===== src/hdl/asf_pkg.sv =====
// ----------------------------------------------------------------------------
// asf_pkg: shared types and constants of the ARP spoofing filter
// Holds the table command token, the control states and the protocol codes.
// ----------------------------------------------------------------------------
package asf_pkg;

    localparam int IP_W    = 32;
    localparam int MAC_W   = 48;
    localparam int CFG_IDX_W = 8;

    localparam logic [1:0] HOOK_INPUT   = 2'd0;
    localparam logic [1:0] HOOK_OUTPUT  = 2'd1;
    localparam logic [1:0] HOOK_FORWARD = 2'd2;

    localparam logic [1:0] VERDICT_DROP     = 2'd0;
    localparam logic [1:0] VERDICT_CONTINUE = 2'd2;

    localparam logic [15:0] OP_REQUEST  = 16'd1;
    localparam logic [15:0] OP_REPLY    = 16'd2;
    localparam logic [15:0] HW_ETHERNET = 16'd1;
    localparam logic [15:0] HW_IEEE802  = 16'd6;
    localparam logic [15:0] PROTO_IPV4  = 16'h0800;
    localparam logic [MAC_W-1:0] MAC_BROADCAST = 48'hFFFF_FFFF_FFFF;

    localparam logic [3:0] CAUSE_PASSED        = 4'd0;
    localparam logic [3:0] CAUSE_SRC_MISMATCH  = 4'd1;
    localparam logic [3:0] CAUSE_DST_MISMATCH  = 4'd2;
    localparam logic [3:0] CAUSE_LOCAL_SENDER  = 4'd3;
    localparam logic [3:0] CAUSE_REQ_NOT_BCAST = 4'd4;
    localparam logic [3:0] CAUSE_REQ_TMAC_SET  = 4'd5;
    localparam logic [3:0] CAUSE_REPLY_BCAST   = 4'd6;
    localparam logic [3:0] CAUSE_FWD_TO_LOCAL  = 4'd7;
    localparam logic [3:0] CAUSE_REQ_ON_INPUT  = 4'd8;
    localparam logic [3:0] CAUSE_UNSOLICITED   = 4'd9;

    localparam logic [CFG_IDX_W-1:0] CFG_CHAIN_HOOK      = 8'd0;
    localparam logic [CFG_IDX_W-1:0] CFG_FAIL_ACTION     = 8'd1;
    localparam logic [CFG_IDX_W-1:0] CFG_LOCAL_IP        = 8'd2;
    localparam logic [CFG_IDX_W-1:0] CFG_LOCAL_IP_ENABLE = 8'd3;

    typedef enum logic [1:0] {
        CMD_NOP,
        CMD_SEARCH,
        CMD_INSERT,
        CMD_REMOVE
    } cmd_t;

    typedef enum logic [1:0] {
        ST_IDLE,
        ST_SEARCH,
        ST_UPDATE,
        ST_FINISH
    } state_t;

    typedef struct packed {
        logic            live;
        cmd_t            cmd;
        logic [IP_W-1:0] ip;
        logic            hit;
        logic            free;
        logic            done;
    } token_t;

endpackage


===== src/hdl/asf_cell.sv =====
// ----------------------------------------------------------------------------
// asf_cell: one table entry
// Holds one address with its valid bit and applies the passing token to it.
// ----------------------------------------------------------------------------
module asf_cell (
    input  logic            clk,
    input  logic            rst_n,
    input  asf_pkg::token_t tok_in,
    output asf_pkg::token_t tok_out
);

    logic [asf_pkg::IP_W-1:0] addr_reg;
    logic [asf_pkg::IP_W-1:0] addr_next;
    logic                     valid_reg;
    logic                     valid_next;
    asf_pkg::token_t          tok_reg;
    asf_pkg::token_t          tok_next;
    logic                     match;

    assign match = valid_reg && (addr_reg == tok_in.ip);

    always_comb
    begin
        addr_next  = addr_reg;
        valid_next = valid_reg;
        tok_next   = tok_in;
        if (tok_in.live)
        begin
            case (tok_in.cmd)
                asf_pkg::CMD_SEARCH:
                begin
                    tok_next.hit  = tok_in.hit | match;
                    tok_next.free = tok_in.free | ~valid_reg;
                end
                asf_pkg::CMD_INSERT:
                begin
                    if (!tok_in.done && !valid_reg)
                    begin
                        valid_next    = 1'b1;
                        addr_next     = tok_in.ip;
                        tok_next.done = 1'b1;
                    end
                end
                asf_pkg::CMD_REMOVE:
                begin
                    if (match)
                    begin
                        valid_next = 1'b0;
                    end
                end
                default:
                begin
                end
            endcase
        end
    end

    always_ff @(posedge clk or negedge rst_n)
    begin
        if (!rst_n)
        begin
            valid_reg <= 1'b0;
            tok_reg   <= '0;
        end
        else
        begin
            valid_reg <= valid_next;
            tok_reg   <= tok_next;
        end
    end

    always_ff @(posedge clk)
    begin
        addr_reg <= addr_next;
    end

    assign tok_out = tok_reg;

endmodule


===== src/hdl/asf_chain.sv =====
// ----------------------------------------------------------------------------
// asf_chain: one address table as a row of cells
// A token enters the first cell and leaves the last, registered in each cell.
// ----------------------------------------------------------------------------
module asf_chain #(
    parameter int DEPTH = 64
) (
    input  logic            clk,
    input  logic            rst_n,
    input  asf_pkg::token_t tok_in,
    output asf_pkg::token_t tok_out
);

    asf_pkg::token_t link [DEPTH+1];

    assign link[0] = tok_in;

    for (genvar i = 0; i < DEPTH; i++)
    begin : g_cell
        asf_cell u_cell (
            .clk     (clk),
            .rst_n   (rst_n),
            .tok_in  (link[i]),
            .tok_out (link[i+1])
        );
    end

    assign tok_out = link[DEPTH];

endmodule


===== config.mk =====
export PLATFORM = sky130hd
export DESIGN_NAME = asf_chain
export DESIGN_NICKNAME = d
export VERILOG_FILES = /design/src/hdl/asf_pkg.sv /design/src/hdl/asf_cell.sv /design/src/hdl/asf_chain.sv
export SDC_FILE = /design/constraint.sdc
export NUM_CORES = 2
export LEC_CHECK = 0
export BUFFER_PORTS_ARGS = -buffer_cell sky130_fd_sc_hd__clkbuf_2
export CAP_MARGIN = 0
export CORE_MARGIN = 4
export CORE_UTILIZATION = 60
export CTS_BUF_LIST = sky130_fd_sc_hd__clkbuf_4
export CTS_CLUSTER_SIZE = 8
export DETAILED_ROUTE_END_ITERATION = 8
export GPL_TIMING_DRIVEN = 0
export PLACE_DENSITY_LB_ADDON = 0.25
export SLEW_MARGIN = 20
export SYNTH_ARGS = -nofsm -noshare
export SYNTH_HDL_FRONTEND = slang
export SYNTH_HIERARCHICAL = 1
export SYNTH_SLANG_ARGS = --single-unit

===== constraint.sdc =====
create_clock -name clk -period 5.6 [get_ports clk]
set_clock_uncertainty 0.05 [all_clocks]
set_input_delay 0.56 -clock clk [delete_from_list [all_inputs] [get_ports clk]]
set_output_delay 0.56 -clock clk [all_outputs]
set_load 0.02 [all_outputs]

* Yosys cells after proc, flatten, opt, wreduce, memory -nomap -nowiden
Cells that the tools add are included.
Widths: inputs -> output; s select.
** Storage, ports and cells
- Logic and storage cells :: 1984
- Register bits :: 4544
- Input bits :: 40
** Cells by class
- Multiplexer cells :: 448
- Reduce and logical (&&, ||, !) cells :: 448
- Bitwise logic cells :: 192
- Equal/unequal tests :: 384
** Operators by type and width (count)
- $eq 32x32->1 :: 64
- $eq 2x2->1 const B :: 128
- $mux 1 :: 256
- $ne 2x1->1 const B :: 128
- $reduce_and 4->1 :: 64
- $mux 3 :: 64
- $reduce_and 3->1 :: 64
- $eq 2x1->1 const B :: 64
- $logic_and 1x1->1 :: 128
- $logic_not 1->1 :: 128
- $mux 2 :: 64
- $or 1x1->1 :: 128
- $pmux 1 s2 :: 64
- $reduce_bool 2->1 :: 64
- $not 1->1 :: 64

* Longest topological paths before layout
- Depth after elaboration :: 5
- Gate-level depth with buffers :: 5
- Mapped depth without buffers :: 5

* Hierarchy
The synthesis kept the hierarchy.
** Modules (own cells, without submodules)
- asf_cell :: instances 64, cells an instance 124, seq. area each 1936.9 um2, area each 2344.7 um2

* Worst setup path before layout
No wires, ideal clock.
- Path type :: input-to-reg
- Start :: input port tok_in[0] in the netlist's numbering
- End :: register g_cell[0].u_cell/addr_reg[0] in the netlist's numbering, enable pin
- Slack :: 1.196 ns
- Buffers on the path :: 0
- Data arrival time :: 3.846 ns
- Required time :: 5.042 ns
- Stages on the path :: 1
- Setup time :: 0.508 ns
- Path through :: nor4_1
** On the way
- Word-level cells in the longest chain between the ends :: 3
** Ends and longest elaborated chain
- start: declaration :: line asf_chain.sv:10 : input asf_pkg::token_t tok_in,
- $logic_not 1->1 :: line asf_cell.sv:37 : if (!tok_in.done && !valid_reg)
- $logic_and 1x1->1 :: line asf_cell.sv:37
- $reduce_and 3->1 (no source line)
- end signal: assignment :: line asf_cell.sv:74 : addr_reg <= addr_next;
- end: declaration :: line asf_cell.sv:12 : logic [asf_pkg::IP_W-1:0] addr_reg;
No other way between the ends.
A chain may end at the register's enable or synchronous reset.

==> results.yml <==
worst_hold_path:
  min_path_type: "in2async"
pwr:
  power_density_nw_per_um2: 377
  max-vdd-ir-drop_v: 0.000251
  leakagePower_uw: 0.0660
floorplan:
  dieHeight_um: 508
  start_util_pct: 60.3
  ioPinCount: 78
  rows: 183
  coreArea_um2: 249000
  die-area_um2: 258000
  chipWidth_um: 508
sta:
  tns_ns: 0
  layout_min_cycle_time_ns: 3.81
  whs_ns: 0.199
  grt_setup_unrepaired: "false"
  finalHoldViolCount: 0
  setup_violations: 0
  finalCritPeriodShare_pct: 68.0
  tightest_slew_ns: 0.907
  timing.slew.headroom_pct: 39.0
  clock.fmax_mhz: 263
  slew_violations: 0
synth:
  syn_nets: 7976
  synth_cells: 7936
  synth.distinct_cells: 14
  syn_area_per_cell_um2: 18.9
  synth_warnings: 6
  synth_seq_cells: 4544
  synth_area_um2: 150000
  synth-seq-area-share_pct: 82.6
clock_tree:
  cts_tree: "built"
  cts-root-buf: "clkbuf_4"
  clkLatencyLatePin_ns: 1.52
  postCtsSetupRepairBufs: 0
  clockBufferDepth: 4
  clk_pin_slew_ns: 0.07
  cts_buffers: 1097
  clock-sinks: 4544
  htree_levels: 7
critical_path:
  slowest_delay_ns: 0.56
  cp.required_ns: 7.05
  critPathTopFamily: "buffers and inverters"
  crit_top_cell: "buf_16"
  worstRegToRegCells: 6
  r2r-start: "g_cell[0].u_cell/addr_reg[26]"
  path_buf_inv: 12
  r2r-end: "g_cell[0].u_cell/tok_out[2]"
  cp_max_fo: 95
  critPathCaptureType: "async pin"
  r2r_setup_slack_ns: 3.12
  critPathKind: "in2async"
  crit_path_start_kind: "primary input"
  cp.arrival_ns: 5.25
  crit_slowest_cell: "dlygate4sd3_1"
  cp_cell_sequence: "dlygate4sd3_1 > dlygate4sd3_1 > clkbuf_8 > buf_16 > buf_16 > buf_16 > buf_16 > buf_16 > buf_16 > buf_16 > buf_16 > buf_16"
drt:
  viasPerCell: 5.11
  drc: 0
  maxUsedRoutingLayer: "met5"
  wl_per_cell_um: 17.4
  dr.pass1.iters: 7
  postRouteAntennaNets: 0
  vias: 70200
  drt-met1-wl_um: 97300
  drt_iter0_markers: 3421
  wl_met3_um: 8850
  wl_met2_um: 126000
  totalWireLength_um: 239000
global_routing:
  grt_max_degree: 102
  antenna_found_initial: 6
  grt.total_usage_pct: 19.2
  grt_pass1_vias: 78200
  grt_remaining_overflow: 0
  grt_pass1_wl_um: 401000
final_layout:
  nFillCells: 15600
  drive_gt1_share_pct: 21.8
  nets: 9538
  final_common_cell: "dfrtp_1"
  most-common-layout-cells: "2,496 x dfrtp_1, 2,048 x edfxtp_1, 1,724 x clkbuf_4, 1,536 x xnor2_1, 512 x xor2_1"
  area_growth_syn_to_layout_pct: 15.3
  largest_reg_flops: 2432
placed_design:
  portBuffers: 77
  hpwl_um: 155000
  place_congestion: 0.748
outcome:
  status: "finished clean"
run:
  maxCapViolCount: 0
worst max path at each step:
| stage | startpoint | to | cells past startpoint |
|---|---|---|---|
| after floorplan | tok_in[0] | g_cell[0].u_cell/addr_reg[0] | 1 |
| after global placement | rst_n | g_cell[20].u_cell/tok_out[16] | 1 |
| after detailed placement | rst_n | g_cell[23].u_cell/tok_out[16] | 9 |
| after CTS | rst_n | g_cell[24].u_cell/tok_out[1] | 12 |
| after global routing | rst_n | g_cell[23].u_cell/tok_out[16] | 12 |
| final | rst_n | g_cell[23].u_cell/tok_out[16] | 12 |
timing repair:
| item | CTS | global route |
|---|---|---|
| hold endpoints to repair | 973 | 0 |
| gates resized for setup | 0 | 0 |
| hold buffers | 82 | 0 |
synth_stat cells:
| cell | count | area, um^2 |
|---|---|---|
| dfrtp_1 | 2496 | 62500 |
| edfxtp_1 | 2048 | 61500 |
| inv_1 | 64 | 240 |
| nand2_1 | 128 | 480 |
| nand3_1 | 128 | 641 |
| nand3b_1 | 64 | 480 |
| nand4_1 | 384 | 2400 |
| nor3_1 | 64 | 320 |
| nor4_1 | 256 | 1600 |
| o21bai_1 | 128 | 961 |
| o22a_1 | 64 | 561 |
| o31ai_1 | 64 | 480 |
| xnor2_1 | 1536 | 13500 |
| xor2_1 | 512 | 4480 |
worst register-to-register path, stage by stage, from the launching register on:
cell           delay (ns)
edfxtp_1             0.39
xnor2_1              0.17
nand4_1              0.19
nor4_1               0.58
nand4_1              0.25
o21bai_1             0.24
dlygate4sd3_1        0.62
stage by stage:
stage	area, um^2	cells	utilization (%)	total power [uW]	setup slack, ns
after floorplan	150000	7936	-	37600	1.20
after global placement	155000	11300	62.2	38400	-55.51
after detailed placement	157000	11600	63.3	38500	1.33
after CTS	173000	13700	69.6	66200	1.78
after global routing	173000	13700	69.6	68400	1.33
final	173000	13700	69.6	65200	1.79
cell type report:
type,instances,area (um^2),area share [%]
Antenna cell,16,40.0,0.0231
Clock buffer,1724,12900,7.48
Clock inverter,261,1780,1.03
Inverter,64,240,0.139
Multi-Input combinational cell,3328,26300,15.2
Sequential cell,4544,124000,71.7
Tap cell,3330,4170,2.41
Timing Repair Buffer,463,3600,2.08
routing by layer:
metal	track usage, %	up-vias
li1	-	32400
met1	24.2	36000
met2	32.8	1233
met3	4.12	499
met4	8.05	2
met5	0	-
cells by family (layout without fill, tap and decap cells):
group | Yosys count | after routing | synth area share [%]
flops | 4544 | 4544 | 82.6
compound gates | 256 | 256 | 1.33
simple gates | 1024 | 1024 | 3.95
buf+inv | 64 | 2512 | 0.160
other cells | 0 | 16 | 0
xor+xnor | 2048 | 2048 | 12.0
power breakdown:
group	total, uW	internal (uW)	switching, uW
Combinational	1320	616	702
Sequential	36500	35600	851
Clock	27400	15100	12300
Note: power is estimated with default switching activity, not from simulation.
